$ cat config.mk
export PLATFORM = sky130hd
export DESIGN_NAME = tiny_register_machine_executor
export DESIGN_NICKNAME = d
export VERILOG_FILES = /design/src/sv/trmx_pkg.sv /design/src/sv/trmx_regfile.sv /design/src/sv/trmx_alu.sv /design/src/sv/tiny_register_machine_executor.sv
export VERILOG_INCLUDE_DIRS = /design/src /design/src/sv
export SDC_FILE = /design/constraint.sdc
export NUM_CORES = 1
export LEC_CHECK = 0
export CAP_MARGIN = 20
export CELL_PAD_IN_SITES_DETAIL_PLACEMENT = 0
export CELL_PAD_IN_SITES_GLOBAL_PLACEMENT = 1
export CORE_ASPECT_RATIO = 1.5
export CORE_MARGIN = 5
export CORE_UTILIZATION = 37
export DETAILED_ROUTE_END_ITERATION = 8
export DONT_BUFFER_PORTS = 1
export PLACE_DENSITY_LB_ADDON = 0.1
export SYNTH_ARGS = -nofsm -noshare
export SYNTH_HDL_FRONTEND = slang
export SYNTH_HIERARCHICAL = 1
export SYNTH_SLANG_ARGS = --single-unit
$ cat constraint.sdc
create_clock -name clk -period 4.45 [get_ports clk]
set_input_delay 0.445 -clock clk [delete_from_list [all_inputs] [get_ports clk]]
set_output_delay 0.445 -clock clk [all_outputs]
set_load 0.05 [all_outputs]
$ cat src/sv/assert_macros.svh
// Assertion macros shared by the RTL of the register machine executor.
// No dependencies; included by the modules that carry assertions.
`ifndef ASSERT_MACROS_SVH
`define ASSERT_MACROS_SVH

// Same-cycle implication, disabled while reset is asserted.
`define ASSERT_IMPLY(label, clk, rst_n, ante, cons, msg) \
    label: assert property (@(posedge clk) disable iff (!rst_n) (ante) |-> (cons)) \
        else $error(msg);

// Next-cycle implication, disabled while reset is asserted.
`define ASSERT_NEXT(label, clk, rst_n, ante, cons, msg) \
    label: assert property (@(posedge clk) disable iff (!rst_n) (ante) |=> (cons)) \
        else $error(msg);

`endif

$ cat src/sv/trmx_pkg.sv
// Shared types and constants of the register machine executor.
// No dependencies; imported by every module of the block.
package trmx_pkg;

    // Instruction word layout
    localparam int INSTR_W  = 16;
    localparam int FIELD_W  = 3;
    localparam int IMM_W    = 7;
    localparam int OP_LSB   = 13;
    localparam int DST_LSB  = 10;
    localparam int SRC_LSB  = 7;
    localparam int PRINT_W  = 32;

    typedef logic [FIELD_W-1:0] opcode_t;
    typedef logic [FIELD_W-1:0] reg_idx_t;

    // Opcodes
    localparam opcode_t OPC_ADD   = 3'd0;
    localparam opcode_t OPC_SUB   = 3'd1;
    localparam opcode_t OPC_MUL   = 3'd2;
    localparam opcode_t OPC_DIV   = 3'd3;
    localparam opcode_t OPC_LET   = 3'd4;
    localparam opcode_t OPC_PRINT = 3'd5;

    // Operations of the shared arithmetic unit
    typedef logic [1:0] alu_op_t;
    localparam alu_op_t ALU_ADD = 2'd0;
    localparam alu_op_t ALU_SUB = 2'd1;
    localparam alu_op_t ALU_MUL = 2'd2;
    localparam alu_op_t ALU_DIV = 2'd3;

    typedef struct packed {
        logic    start;
        alu_op_t op;
    } alu_req_t;

    typedef struct packed {
        logic busy;
        logic done;
        logic write_ok;
    } alu_rsp_t;

endpackage

$ cat src/sv/trmx_regfile.sv
// Register file of the executor: memory with one write and two registered reads.
// Depends on trmx_pkg; entries not yet written read as zero through valid bits.
module trmx_regfile
    import trmx_pkg::*;
#(
    parameter int REG_COUNT  = 8,
    parameter int DATA_WIDTH = 32
)
(
    input  logic                  clk,
    input  logic                  rst_n,
    input  logic                  we,
    input  reg_idx_t              waddr,
    input  logic [DATA_WIDTH-1:0] wdata,
    input  logic                  re,
    input  reg_idx_t              raddr_a,
    input  reg_idx_t              raddr_b,
    output logic [DATA_WIDTH-1:0] rdata_a,
    output logic [DATA_WIDTH-1:0] rdata_b
);

    localparam int IDX_W = (REG_COUNT > 1) ? $clog2(REG_COUNT) : 1;

    logic [DATA_WIDTH-1:0] ram_reg [REG_COUNT];
    logic [REG_COUNT-1:0]  valid_reg;
    logic [DATA_WIDTH-1:0] rdata_a_reg;
    logic [DATA_WIDTH-1:0] rdata_b_reg;
    logic                  wr_hit;
    logic                  a_in_range;
    logic                  b_in_range;

    // Register zero and numbers beyond the file take no write
    assign wr_hit     = we && (waddr != '0) && (32'(waddr) < REG_COUNT);
    assign a_in_range = 32'(raddr_a) < REG_COUNT;
    assign b_in_range = 32'(raddr_b) < REG_COUNT;

    always_ff @(posedge clk)
    begin
        if (wr_hit)
        begin
            ram_reg[waddr[IDX_W-1:0]] <= wdata;
        end
    end

    always_ff @(posedge clk or negedge rst_n)
    begin
        if (!rst_n)
        begin
            valid_reg <= '0;
        end
        else if (wr_hit)
        begin
            valid_reg[waddr[IDX_W-1:0]] <= 1'b1;
        end
    end

    always_ff @(posedge clk)
    begin
        if (re)
        begin
            rdata_a_reg <= (a_in_range && valid_reg[raddr_a[IDX_W-1:0]]) ?
                           ram_reg[raddr_a[IDX_W-1:0]] : '0;
            rdata_b_reg <= (b_in_range && valid_reg[raddr_b[IDX_W-1:0]]) ?
                           ram_reg[raddr_b[IDX_W-1:0]] : '0;
        end
    end

    assign rdata_a = rdata_a_reg;
    assign rdata_b = rdata_b_reg;

endmodule

$ cat src/sv/trmx_alu.sv
// Shared arithmetic unit: one adder reused for add, sub, shift-add multiply
// and restoring signed divide. Depends on trmx_pkg and assert_macros.svh.
`include "assert_macros.svh"

module trmx_alu
    import trmx_pkg::*;
#(
    parameter int DATA_WIDTH = 32
)
(
    input  logic                  clk,
    input  logic                  rst_n,
    input  alu_req_t              req,
    input  logic [DATA_WIDTH-1:0] opa,
    input  logic [DATA_WIDTH-1:0] opb,
    output alu_rsp_t              rsp,
    output logic [DATA_WIDTH-1:0] result
);

    localparam int CNT_W = $clog2(DATA_WIDTH);
    localparam logic [CNT_W-1:0] LAST_STEP = CNT_W'(DATA_WIDTH - 1);

    localparam logic [2:0] P_IDLE  = 3'd0;
    localparam logic [2:0] P_ARITH = 3'd1;
    localparam logic [2:0] P_MLOOP = 3'd2;
    localparam logic [2:0] P_NEGA  = 3'd3;
    localparam logic [2:0] P_NEGB  = 3'd4;
    localparam logic [2:0] P_DLOOP = 3'd5;
    localparam logic [2:0] P_DFIX  = 3'd6;
    localparam logic [2:0] P_DONE  = 3'd7;

    logic [2:0]            phase_reg, phase_next;
    logic [CNT_W-1:0]      count_reg, count_next;
    logic                  wr_reg, wr_next;
    logic                  neg_reg, neg_next;
    alu_op_t               kind_reg, kind_next;
    logic [DATA_WIDTH-1:0] rx_reg, rx_next;   // accumulator / remainder
    logic [DATA_WIDTH-1:0] ry_reg, ry_next;   // multiplicand / divisor
    logic [DATA_WIDTH-1:0] rq_reg, rq_next;   // multiplier / quotient

    logic [DATA_WIDTH-1:0] add_x;
    logic [DATA_WIDTH-1:0] add_y;
    logic                  add_sub;
    logic [DATA_WIDTH:0]   sum;
    logic [DATA_WIDTH-1:0] shifted;
    logic                  no_borrow;

    assign shifted = {rx_reg[DATA_WIDTH-2:0], rq_reg[DATA_WIDTH-1]};

    // Operand selection for the one shared adder
    always_comb
    begin
        add_x   = '0;
        add_y   = '0;
        add_sub = 1'b0;
        case (phase_reg)
            P_ARITH:
            begin
                add_x   = rx_reg;
                add_y   = ry_reg;
                add_sub = (kind_reg == ALU_SUB);
            end
            P_MLOOP:
            begin
                add_x = rx_reg;
                add_y = rq_reg[0] ? ry_reg : '0;
            end
            P_NEGA:
            begin
                add_y   = rx_reg;
                add_sub = 1'b1;
            end
            P_NEGB:
            begin
                add_y   = ry_reg;
                add_sub = 1'b1;
            end
            P_DLOOP:
            begin
                add_x   = shifted;
                add_y   = ry_reg;
                add_sub = 1'b1;
            end
            P_DFIX:
            begin
                add_y   = rq_reg;
                add_sub = 1'b1;
            end
            default:
            begin
            end
        endcase
    end

    assign sum = {1'b0, add_x} + ({1'b0, add_y} ^ {(DATA_WIDTH+1){add_sub}})
               + (DATA_WIDTH+1)'(add_sub);
    assign no_borrow = ~sum[DATA_WIDTH];

    always_comb
    begin
        phase_next = phase_reg;
        count_next = count_reg;
        wr_next    = wr_reg;
        neg_next   = neg_reg;
        kind_next  = kind_reg;
        rx_next    = rx_reg;
        ry_next    = ry_reg;
        rq_next    = rq_reg;
        case (phase_reg)
            P_IDLE:
            begin
                if (req.start)
                begin
                    kind_next  = req.op;
                    count_next = '0;
                    wr_next    = 1'b1;
                    case (req.op)
                        ALU_MUL:
                        begin
                            rx_next    = '0;
                            ry_next    = opa;
                            rq_next    = opb;
                            phase_next = P_MLOOP;
                        end
                        ALU_DIV:
                        begin
                            rx_next  = opa;
                            ry_next  = opb;
                            neg_next = opa[DATA_WIDTH-1] ^ opb[DATA_WIDTH-1];
                            if (opb == '0)
                            begin
                                // divide by zero: leave the destination alone
                                wr_next    = 1'b0;
                                phase_next = P_DONE;
                            end
                            else
                            begin
                                phase_next = P_NEGA;
                            end
                        end
                        default:
                        begin
                            rx_next    = opa;
                            ry_next    = opb;
                            phase_next = P_ARITH;
                        end
                    endcase
                end
            end
            P_ARITH:
            begin
                rx_next    = sum[DATA_WIDTH-1:0];
                phase_next = P_DONE;
            end
            P_MLOOP:
            begin
                rx_next    = sum[DATA_WIDTH-1:0];
                ry_next    = {ry_reg[DATA_WIDTH-2:0], 1'b0};
                rq_next    = {1'b0, rq_reg[DATA_WIDTH-1:1]};
                count_next = count_reg + 1'b1;
                if (count_reg == LAST_STEP)
                begin
                    phase_next = P_DONE;
                end
            end
            P_NEGA:
            begin
                rq_next    = rx_reg[DATA_WIDTH-1] ? sum[DATA_WIDTH-1:0] : rx_reg;
                rx_next    = '0;
                phase_next = P_NEGB;
            end
            P_NEGB:
            begin
                ry_next    = ry_reg[DATA_WIDTH-1] ? sum[DATA_WIDTH-1:0] : ry_reg;
                phase_next = P_DLOOP;
            end
            P_DLOOP:
            begin
                rx_next    = no_borrow ? sum[DATA_WIDTH-1:0] : shifted;
                rq_next    = {rq_reg[DATA_WIDTH-2:0], no_borrow};
                count_next = count_reg + 1'b1;
                if (count_reg == LAST_STEP)
                begin
                    phase_next = P_DFIX;
                end
            end
            P_DFIX:
            begin
                rx_next    = neg_reg ? sum[DATA_WIDTH-1:0] : rq_reg;
                phase_next = P_DONE;
            end
            P_DONE:
            begin
                phase_next = P_IDLE;
            end
            default:
            begin
                phase_next = P_IDLE;
            end
        endcase
    end

    always_ff @(posedge clk or negedge rst_n)
    begin
        if (!rst_n)
        begin
            phase_reg <= P_IDLE;
            count_reg <= '0;
            wr_reg    <= 1'b0;
        end
        else
        begin
            phase_reg <= phase_next;
            count_reg <= count_next;
            wr_reg    <= wr_next;
        end
    end

    always_ff @(posedge clk)
    begin
        neg_reg  <= neg_next;
        kind_reg <= kind_next;
        rx_reg   <= rx_next;
        ry_reg   <= ry_next;
        rq_reg   <= rq_next;
    end

    assign rsp.busy     = (phase_reg != P_IDLE);
    assign rsp.done     = (phase_reg == P_DONE);
    assign rsp.write_ok = wr_reg;
    assign result       = rx_reg;

    `ASSERT_IMPLY(a_start_when_idle, clk, rst_n, req.start, phase_reg == P_IDLE,
                  "alu started while busy")
    `ASSERT_NEXT(a_done_single, clk, rst_n, rsp.done, !rsp.done,
                 "alu done held for more than one cycle")
    `ASSERT_NEXT(a_loop_exit, clk, rst_n,
                 (phase_reg == P_DLOOP) && (count_reg == LAST_STEP),
                 phase_reg == P_DFIX, "divide loop did not end after its last step")

endmodule

$ cat src/sv/tiny_register_machine_executor.sv
// Top level of the tiny register machine executor: sequencer, register file,
// shared arithmetic unit and print output register. Depends on trmx_pkg,
// trmx_regfile, trmx_alu and assert_macros.svh.
//
//  channel      | handshake                        | payload
//  -------------+----------------------------------+------------------------------
//  instruction  | instruction_valid / _ready       | instruction_word[15:0]
//  result       | result_valid / result_ready      | printed_index[2:0],
//               |                                  | printed_value[31:0] signed
//
// Item flow: each accepted item goes to dispatch, and ready returns only once it
//   is through. Load-immediate and opcodes six and seven end at dispatch; a
//   print then waits on the output register; add, sub, mul and div wait on
//   the shared unit. Mul and div run its one-bit-per-cycle shift loop (a divide
//   by zero skips the loop). Reset clears the sequencer, the output valid flag
//   and the valid bits of the register file, so all registers read zero at once.
//   A print stalls in its own state while an earlier item still waits on the
//   output; the output register lets the next instruction in behind it.
`include "assert_macros.svh"

module tiny_register_machine_executor
    import trmx_pkg::*;
#(
    parameter int REG_COUNT  = 8,
    parameter int DATA_WIDTH = 32
)
(
    input  logic                      clk,
    input  logic                      rst_n,
    input  logic                      instruction_valid,
    output logic                      instruction_ready,
    input  logic [INSTR_W-1:0]        instruction_word,
    output logic                      result_valid,
    input  logic                      result_ready,
    output logic [FIELD_W-1:0]        printed_index,
    output logic signed [PRINT_W-1:0] printed_value
);

    // Sequencer states
    localparam logic [1:0] S_IDLE  = 2'd0;  // take an item
    localparam logic [1:0] S_DISP  = 2'd1;  // operands are in, dispatch on opcode
    localparam logic [1:0] S_WAIT  = 2'd2;  // wait on the shared unit
    localparam logic [1:0] S_PRINT = 2'd3;  // hold until the output register frees

    logic [1:0]            state_reg, state_next;
    opcode_t               op_reg;
    reg_idx_t              dst_reg;
    logic [IMM_W-1:0]      imm_reg;

    logic                  accept;
    logic                  rf_we;
    logic [DATA_WIDTH-1:0] rf_wdata;
    logic [DATA_WIDTH-1:0] dst_val;
    logic [DATA_WIDTH-1:0] src_val;

    alu_req_t              alu_req;
    alu_rsp_t              alu_rsp;
    logic [DATA_WIDTH-1:0] alu_result;

    logic                  out_valid_reg, out_valid_next;
    logic                  out_load;
    reg_idx_t              printed_index_reg;
    logic [PRINT_W-1:0]    printed_value_reg;
    logic signed [63:0]    dst_val_ext;

    assign instruction_ready = (state_reg == S_IDLE);
    assign accept            = instruction_valid && instruction_ready;

    // Latch the fields that outlive the acceptance cycle
    always_ff @(posedge clk)
    begin
        if (accept)
        begin
            op_reg  <= instruction_word[OP_LSB +: FIELD_W];
            dst_reg <= instruction_word[DST_LSB +: FIELD_W];
            imm_reg <= instruction_word[IMM_W-1:0];
        end
    end

    // Operand reads are issued straight from the incoming word, so both
    // values are ready in the dispatch cycle.
    trmx_regfile #(
        .REG_COUNT  (REG_COUNT),
        .DATA_WIDTH (DATA_WIDTH)
    ) u_regfile (
        .clk     (clk),
        .rst_n   (rst_n),
        .we      (rf_we),
        .waddr   (dst_reg),
        .wdata   (rf_wdata),
        .re      (accept),
        .raddr_a (instruction_word[DST_LSB +: FIELD_W]),
        .raddr_b (instruction_word[SRC_LSB +: FIELD_W]),
        .rdata_a (dst_val),
        .rdata_b (src_val)
    );

    trmx_alu #(
        .DATA_WIDTH (DATA_WIDTH)
    ) u_alu (
        .clk    (clk),
        .rst_n  (rst_n),
        .req    (alu_req),
        .opa    (dst_val),
        .opb    (src_val),
        .rsp    (alu_rsp),
        .result (alu_result)
    );

    // Sequencer
    always_comb
    begin
        state_next    = state_reg;
        rf_we         = 1'b0;
        rf_wdata      = alu_result;
        alu_req.start = 1'b0;
        alu_req.op    = ALU_ADD;
        out_load      = 1'b0;
        case (state_reg)
            S_IDLE:
            begin
                if (accept)
                begin
                    state_next = S_DISP;
                end
            end
            S_DISP:
            begin
                case (op_reg)
                    OPC_ADD:
                    begin
                        alu_req.start = 1'b1;
                        alu_req.op    = ALU_ADD;
                        state_next    = S_WAIT;
                    end
                    OPC_SUB:
                    begin
                        alu_req.start = 1'b1;
                        alu_req.op    = ALU_SUB;
                        state_next    = S_WAIT;
                    end
                    OPC_MUL:
                    begin
                        alu_req.start = 1'b1;
                        alu_req.op    = ALU_MUL;
                        state_next    = S_WAIT;
                    end
                    OPC_DIV:
                    begin
                        alu_req.start = 1'b1;
                        alu_req.op    = ALU_DIV;
                        state_next    = S_WAIT;
                    end
                    OPC_LET:
                    begin
                        // immediate is zero-extended
                        rf_we      = 1'b1;
                        rf_wdata   = DATA_WIDTH'(imm_reg);
                        state_next = S_IDLE;
                    end
                    OPC_PRINT:
                    begin
                        state_next = S_PRINT;
                    end
                    default:
                    begin
                        // opcodes six and seven: drop the item
                        state_next = S_IDLE;
                    end
                endcase
            end
            S_WAIT:
            begin
                if (alu_rsp.done)
                begin
                    rf_we      = alu_rsp.write_ok;
                    state_next = S_IDLE;
                end
            end
            S_PRINT:
            begin
                if (!out_valid_reg || result_ready)
                begin
                    out_load   = 1'b1;
                    state_next = S_IDLE;
                end
            end
            default:
            begin
                state_next = S_IDLE;
            end
        endcase
    end

    always_ff @(posedge clk or negedge rst_n)
    begin
        if (!rst_n)
        begin
            state_reg <= S_IDLE;
        end
        else
        begin
            state_reg <= state_next;
        end
    end

    // Output register: sign-extend the register value, then keep 32 bits
    assign dst_val_ext = 64'($signed(dst_val));

    always_comb
    begin
        out_valid_next = out_valid_reg;
        if (out_load)
        begin
            out_valid_next = 1'b1;
        end
        else if (result_ready)
        begin
            out_valid_next = 1'b0;
        end
    end

    always_ff @(posedge clk or negedge rst_n)
    begin
        if (!rst_n)
        begin
            out_valid_reg <= 1'b0;
        end
        else
        begin
            out_valid_reg <= out_valid_next;
        end
    end

    always_ff @(posedge clk)
    begin
        if (out_load)
        begin
            printed_index_reg <= dst_reg;
            printed_value_reg <= dst_val_ext[PRINT_W-1:0];
        end
    end

    assign result_valid  = out_valid_reg;
    assign printed_index = printed_index_reg;
    assign printed_value = $signed(printed_value_reg);

    `ASSERT_IMPLY(a_ready_unit_idle, clk, rst_n, instruction_ready, !alu_rsp.busy,
                  "instruction taken while the arithmetic unit is busy")
    `ASSERT_IMPLY(a_done_in_wait, clk, rst_n, alu_rsp.done, state_reg == S_WAIT,
                  "arithmetic unit finished outside the wait state")
    `ASSERT_IMPLY(a_write_states, clk, rst_n, rf_we,
                  (state_reg == S_DISP) || (state_reg == S_WAIT),
                  "register file written outside dispatch or wait")
    `ASSERT_NEXT(a_accept_dispatch, clk, rst_n, accept, state_reg == S_DISP,
                 "accepted item not dispatched in the next cycle")

endmodule

==> results of run 1 <==
worst max-delay path, cell delays in order (launching register included):
cell	delay, ps
sky130_fd_sc_hd__dfrtp_2	440
sky130_fd_sc_hd__inv_1	140
sky130_fd_sc_hd__buf_6	150
sky130_fd_sc_hd__nor2_4	70
sky130_fd_sc_hd__buf_12	160
sky130_fd_sc_hd__buf_4	180
sky130_fd_sc_hd__a222oi_1	470
sky130_fd_sc_hd__xnor2_1	130
sky130_fd_sc_hd__ha_1	230
sky130_fd_sc_hd__a21o_1	190
sky130_fd_sc_hd__a21o_1	220
sky130_fd_sc_hd__a21oi_1	210
sky130_fd_sc_hd__o21ai_0	170
sky130_fd_sc_hd__buf_4	160
sky130_fd_sc_hd__a21o_1	190
sky130_fd_sc_hd__or4_1	470
sky130_fd_sc_hd__and4_4	190
sky130_fd_sc_hd__a222oi_1	300
sky130_fd_sc_hd__o21ai_1	110
how the worst max path moves through the flow:
| stage | endpoint | cells after the start |
|---|---|---|
| finish | u_alu/result[27]$_DFFE_PP_ | 18 |
| floorplan | u_alu/result[7]$_DFFE_PP_ | 18 |
| CTS | u_alu/result[27]$_DFFE_PP_ | 18 |
| detailed placement | u_alu/rq_reg[25]$_DFFE_PP_ | 20 |
| global placement | u_alu/rq_reg[25]$_DFFE_PP_ | 19 |
| global route | u_alu/result[30]$_DFFE_PP_ | 18 |
per-stage QoR:
| stage | hold WS, ps | std cells | utilization (%) | area [sq um] | worst slack [ps] |
|---|---|---|---|---|---|
| detailed placement | 151 | 2894 | 40.9 | 28400 | -193 |
| global placement | 151 | 2893 | 40.9 | 28300 | -235 |
| global route | 45.5 | 3036 | 44.4 | 30700 | -218 |
| CTS | 11.6 | 3010 | 43.7 | 30300 | 1.40 |
| floorplan | 149 | 1913 | - | 26000 | 11.6 |
| finish | 52.3 | 3037 | 44.4 | 30700 | -19.8 |
final cells by class:
cell class	instances	area, sq um
antenna	1	2.50
fill	6272	38500
inverter	23	87.6
clock buffer	61	1360
sequential	487	14500
tap	900	1130
multi-input combinational	1263	11000
clock inverter	33	304
timing repair buffer	269	2280
routing by layer:
metal  GRT usage [%]  vias up  wire length (um)
li1                -     7933                 -
met4            7.47        0              3260
met1            28.8     9260             34500
met5               0        -                 0
met2            38.1      687             43000
met3            2.73      163              4720
timing repair:
| action | CTS | global route |
|---|---|---|
| endpoints found under the setup margin | 39 | 55 |
| hold buffers | 15 | 0 |
| pin swaps | 10 | 42 |
| setup buffers | 7 | 25 |
| hold endpoints to repair | 33 | 0 |
| gates resized for setup | 17 | 51 |
| gates cloned | 0 | 1 |
==> insert_results.sql, run 1 <==
INSERT INTO impl_metrics (metric_group, metric, value, unit) VALUES
('run_status', 'run_status', 'finished, violations left', ''),
('run_status', 'failed_checks', 'design-rule violations, negative setup slack', ''),
('critical_path', 'critical_path.startpoint', 'u_alu/phase_reg[2]$_DFFE_PN0P_', ''),
('global_routing', 'grt_util_all_layers', '22.1', '%'),
('timing', 'timing.final.hold_violations', '0', ''),
('drt', 'average_routed_wire_per_standard_cell', '28.1', 'um'),
('cells_and_area', 'post_route_cells_drive_above_1_share', '26.5', '%'),
('die', 'die_h', '334', 'um'),
('timing', 'rsz_0062_raised_after_global_routing', 'true', ''),
('cells_and_area', 'largest_register_ff_count', '256', ''),
('yosys', 'post_synth_instance_area', '0.0259', 'sq mm'),
('clock_tree', 'clock_sink_count', '487', ''),
('drt', 'antenna_violating_nets_post_route', '0', ''),
('clock_tree', 'cts.htree.levels', '2', ''),
('timing', 'finalSetupViolCount', '1', ''),
('timing', 'setup_total_negative_slack', '-19.8', 'ps'),
('timing', 'finalWorstSetupSlack', '-19.8', 'ps'),
('cells_and_area', 'mostFrequentLayoutCells', 'sky130_fd_sc_hd__edfxtp_1, sky130_fd_sc_hd__buf_4, sky130_fd_sc_hd__nand2_1', ''),
('timing', 'fin_skew', '18.4', 'ps'),
('clock_tree', 'insertion_delay', '620', 'ps'),
('clock_tree', 'cts-buffers-inserted', '51', ''),
('cells_and_area', 'synthToLayoutAreaGrowth', '18.7', '%'),
('yosys', 'synth_warnings', '6', ''),
('drt', 'drtIter0Drc', '1677', ''),
('critical_path', 'flop2flop_setup_slack', '-20', 'ps'),
('die', 'floorplan.core_area', '0.0692', 'sq mm'),
('clock_tree', 'cts_root_buf', 'sky130_fd_sc_hd__clkbuf_16', ''),
('job', 'cap_viol_max_count', '0', ''),
('critical_path', 'timing.rr.start', 'u_alu/phase_reg[2]$_DFFE_PN0P_', ''),
('critical_path', 'reg2reg_to', 'u_alu/result[27]$_DFFE_PP_', ''),
('die', 'die_width', '226', 'um'),
('global_routing', 'grt_overflow_total', '0', ''),
('yosys', 'synth.avg_cell_area', '13.8', 'sq um'),
('critical_path', 'worst-setup-path-type', 'register to register', ''),
('drt', 'drc_violation_count_after_routing', '10', ''),
('critical_path', 'worst-r2r-cell-count', '18', ''),
('min_path', 'holdCritPathClass', 'primary input to register', ''),
('timing', 'slew_of_the_pin_with_the_lowest_slew_margin', '936', 'ps'),
('timing', 'timing_max_transition_violations_final', '0', ''),
('drt', 'dr.pass1.iters', '9', ''),
('place', 'placement.io_buffers', '0', ''),
('drt', 'via_density_per_instance', '5.94', ''),
('min_path', 'timing.hold.worst_endpoint', 'result_valid$_DFFE_PN0P_', ''),
('die', 'dieArea', '0.0755', 'sq mm'),
('timing', 'timing.final.crit_period', '4470', 'ps'),
('place', 'final_replace_weighted_congestion', '0.909', ''),
('critical_path', 'cp.arrival', '4810', 'ps'),
('critical_path', 'worst-path-max-fanout', '16', ''),
('global_routing', 'first_pass_grt_wire_length', '124', 'mm'),
('die', 'ios', '57', ''),
('drt', 'vias_after_detailed_routing', '18043', ''),
('critical_path', 'required_time_at_the_worst_slack_endpoint', '4790', 'ps'),
('critical_path', 'start_kind', 'register', ''),
('timing', 'post-route-period-util', '100', '%'),
('global_routing', 'grt_antenna_before_repair', '3', ''),
('yosys', 'post_synth_inst_count', '1882', ''),
('place', 'hpwl', '57.2', 'mm'),
('cells_and_area', 'mostFrequentLayoutCell', 'sky130_fd_sc_hd__edfxtp_1', ''),
('clock_tree', 'cts.clk_slew.worst_paths', '60', 'ps'),
('critical_path', 'worstSetupEndpointType', 'register', ''),
('min_path', 'min_path_cells', '2', ''),
('drt', 'wl', '85.4', 'mm'),
('cells_and_area', 'finalNetCount', '2153', ''),
('clock_tree', 'clock_tree.buffer_depth', '3', ''),
('die', 'start_util', '37.4', '%'),
('timing', 'max_freq', '224', 'MHz'),
('global_routing', 'via_count_of_the_first_global_routing_pass', '18643', ''),
('die', 'std_cell_rows', '118', ''),
('min_path', 'hp-start', 'result_ready', ''),
('clock_tree', 'cts_tree', 'done', ''),
('timing', 'timing.max_slew.rel_slack', '37.6', '%'),
('global_routing', 'grt_start_max_net_pins', '75', '');
Power of run 1 is left out: the tool's default activity adds up to more than one toggle a clock period on the data nets, which glitch-free logic cannot reach.
==> run 2: changes to the inputs <==
--- a/constraint.sdc
+++ b/constraint.sdc
@@ -3,2 +3,2 @@
 set_output_delay 0.445 -clock clk [all_outputs]
-set_load 0.05 [all_outputs]
+set_load 0.02 [all_outputs]
==> insert_results.sql, run 2 (synthesized netlist as in run 1, its figures left out) <==
INSERT INTO impl_metrics (metric_group, metric, value, unit) VALUES
('timing', 'fin_skew', '30.2', 'ps'),
('drt', 'antenna_violating_nets_post_route', '0', ''),
('clock_tree', 'cts.htree.levels', '2', ''),
('min_path', 'min_path_cells', '2', ''),
('run_status', 'failed_checks', 'negative setup slack', ''),
('place', 'hpwl', '57.4', 'mm'),
('timing', 'timing.max_slew.rel_slack', '32.1', '%'),
('die', 'start_util', '37.4', '%'),
('cells_and_area', 'largest_register_ff_count', '256', ''),
('global_routing', 'grt_antenna_before_repair', '3', ''),
('critical_path', 'worst-path-max-fanout', '13', ''),
('drt', 'dr.pass1.iters', '8', ''),
('timing', 'rsz_0062_raised_after_global_routing', 'true', ''),
('timing', 'timing.final.hold_violations', '0', ''),
('timing', 'post-route-period-util', '101', '%'),
('critical_path', 'worstPathCellList', 'buf_6 -> inv_8 -> nand2_8 -> nor2_4 -> buf_12 -> buf_6 -> a222oi_1 -> xnor2_1 -> ha_1 -> nand4_1 -> o221ai_2 -> a31oi_2 -> nand3b_1 -> and3_4 -> a211oi_4 -> buf_12 -> mux2_4 -> a221o_1', ''),
('cells_and_area', 'post_route_cells_drive_above_1_share', '26.2', '%'),
('clock_tree', 'insertion_delay', '620', 'ps'),
('clock_tree', 'cts_root_buf', 'sky130_fd_sc_hd__clkbuf_16', ''),
('global_routing', 'grt_util_all_layers', '22.2', '%'),
('place', 'placement.io_buffers', '0', ''),
('job', 'cap_viol_max_count', '0', ''),
('die', 'die_width', '226', 'um'),
('clock_tree', 'cts_tree', 'done', ''),
('critical_path', 'crit_family', 'compound AO/OA/AOI/OAI gates', ''),
('critical_path', 'worst-r2r-cell-count', '18', ''),
('critical_path', 'worstSetupEndpointType', 'register', ''),
('min_path', 'holdCritPathClass', 'primary input to register', ''),
('die', 'die_h', '334', 'um'),
('clock_tree', 'cts.clk_slew.worst_paths', '70', 'ps'),
('drt', 'drc_violation_count_after_routing', '0', ''),
('cells_and_area', 'mostFrequentLayoutCell', 'sky130_fd_sc_hd__edfxtp_1', ''),
('timing', 'finalWorstSetupSlack', '-24.4', 'ps'),
('critical_path', 'bufs_and_invs_on_worst_path', '5', ''),
('drt', 'drtIter0Drc', '1833', ''),
('timing', 'slew_of_the_pin_with_the_lowest_slew_margin', '1020', 'ps'),
('cells_and_area', 'finalNetCount', '2150', ''),
('cells_and_area', 'mostFrequentLayoutCells', 'sky130_fd_sc_hd__edfxtp_1, sky130_fd_sc_hd__buf_4, sky130_fd_sc_hd__nand2_1', ''),
('timing', 'finalSetupViolCount', '4', ''),
('critical_path', 'path_depth', '18', ''),
('critical_path', 'cp.arrival', '4830', 'ps'),
('clock_tree', 'clock_tree.buffer_depth', '3', ''),
('global_routing', 'grt_start_max_net_pins', '76', ''),
('cells_and_area', 'final-instance-count-excl-fill', '3032', ''),
('drt', 'average_routed_wire_per_standard_cell', '28.5', 'um'),
('clock_tree', 'clock_sink_count', '487', ''),
('drt', 'vias_after_detailed_routing', '18021', ''),
('drt', 'wl', '86.3', 'mm'),
('die', 'ios', '57', ''),
('place', 'post-place-cells', '2892', ''),
('die', 'floorplan.core_area', '0.0692', 'sq mm'),
('global_routing', 'grt_overflow_total', '0', ''),
('cells_and_area', 'synthToLayoutAreaGrowth', '18.6', '%'),
('drt', 'via_density_per_instance', '5.94', ''),
('timing', 'timing_max_transition_violations_final', '0', ''),
('critical_path', 'slowest_stage', 'sky130_fd_sc_hd__a222oi_1', ''),
('cells_and_area', 'final_core_utilization', '44.3', '%'),
('global_routing', 'via_count_of_the_first_global_routing_pass', '18527', ''),
('timing', 'timing.final.crit_period', '4470', 'ps'),
('die', 'std_cell_rows', '118', ''),
('critical_path', 'required_time_at_the_worst_slack_endpoint', '4810', 'ps'),
('critical_path', 'worst-setup-path-type', 'register to register', ''),
('run_status', 'run_status', 'finished, violations left', ''),
('critical_path', 'cpPeakStageDelay', '530', 'ps'),
('clock_tree', 'cts-buffers-inserted', '50', ''),
('die', 'dieArea', '0.0755', 'sq mm'),
('global_routing', 'first_pass_grt_wire_length', '125', 'mm'),
('critical_path', 'start_kind', 'register', ''),
('timing', 'max_freq', '223', 'MHz'),
('place', 'final_replace_weighted_congestion', '0.880', '');
[run 2: cell types whose count changed in the layout (fill, tap and decap cells not counted), sizes merged]
cell,change
clkinv,+4
clkinvlp,-4
clkbuf,+1
bufinv,-1
buf,-5
[run 2: final cells by class]
type	instances	area, sq um
inverters	23	93.8
well taps	900	1130
fillers	6320	38600
clock inverters	32	230
multi-input cells	1263	11100
flip-flops and latches	487	14500
diodes	1	2.50
clock buffers	59	1310
repair buffers	267	2340
[run 2: worst paths after layout]
kind                                                    start                                 end  slack (ps)
setup / recovery               u_alu/phase_reg[0]$_DFFE_PN0P_           u_alu/result[7]$_DFFE_PP_         -20
min in group asynchronous                               rst_n            state_reg[1]$_DFFE_PN0P_         280
setup reg to reg               u_alu/phase_reg[0]$_DFFE_PN0P_           u_alu/result[7]$_DFFE_PP_         -20
max in group asynchronous                               rst_n  u_regfile/valid_reg[7]$_DFFE_PN0P_        4010
hold / removal                                   result_ready            result_valid$_DFFE_PN0P_          60
hold reg to reg            u_regfile/valid_reg[0]$_DFFE_PN0P_  u_regfile/valid_reg[0]$_DFFE_PN0P_         400
[run 2: what timing repair did]
item,4_1_cts,5_1_grt
gates cloned,0,4
gates resized for setup,22,56
endpoints found under the setup margin,42,53
hold endpoints to repair,33,0
setup buffers,3,26
hold buffers,15,0
pin swaps,14,52
[run 2: metal layers]
layer,wire length [um],share of wire (%),vias up,GRT usage (%)
li1,-,-,7918,-
met1,34600,40,9242,28.5
met2,43500,50,684,38.3
met3,4550,5.3,177,2.84
met4,3660,4.2,0,8.19
met5,0,0,-,0
[run 2: worst register-to-register path: stages (launching register included)]
cell	delay (ps)
sky130_fd_sc_hd__dfrtp_1	430
sky130_fd_sc_hd__buf_6	160
sky130_fd_sc_hd__inv_8	50
sky130_fd_sc_hd__nand2_8	80
sky130_fd_sc_hd__nor2_4	70
sky130_fd_sc_hd__buf_12	150
sky130_fd_sc_hd__buf_6	150
sky130_fd_sc_hd__a222oi_1	540
sky130_fd_sc_hd__xnor2_1	150
sky130_fd_sc_hd__ha_1	380
sky130_fd_sc_hd__nand4_1	220
sky130_fd_sc_hd__o221ai_2	270
sky130_fd_sc_hd__a31oi_2	130
sky130_fd_sc_hd__nand3b_1	210
sky130_fd_sc_hd__and3_4	180
sky130_fd_sc_hd__a211oi_4	260
sky130_fd_sc_hd__buf_12	190
sky130_fd_sc_hd__mux2_4	310
sky130_fd_sc_hd__a221o_1	290
[run 2: metrics by stage]
step | setup WS (ps) | setup TNS [ps] | hold slack, ps | area (sq um)
after global placement | -182 | -1750 | 150 | 28300
after floorplan | 11.6 | 0 | 149 | 26000
final | -24.4 | -64.0 | 55.6 | 30700
after detailed placement | -255 | -3680 | 151 | 28300
after global routing | -186 | -3060 | 66.5 | 30700
after CTS | 0.167 | 0 | 15.1 | 30100
Power of run 2 is left out for the same reason.
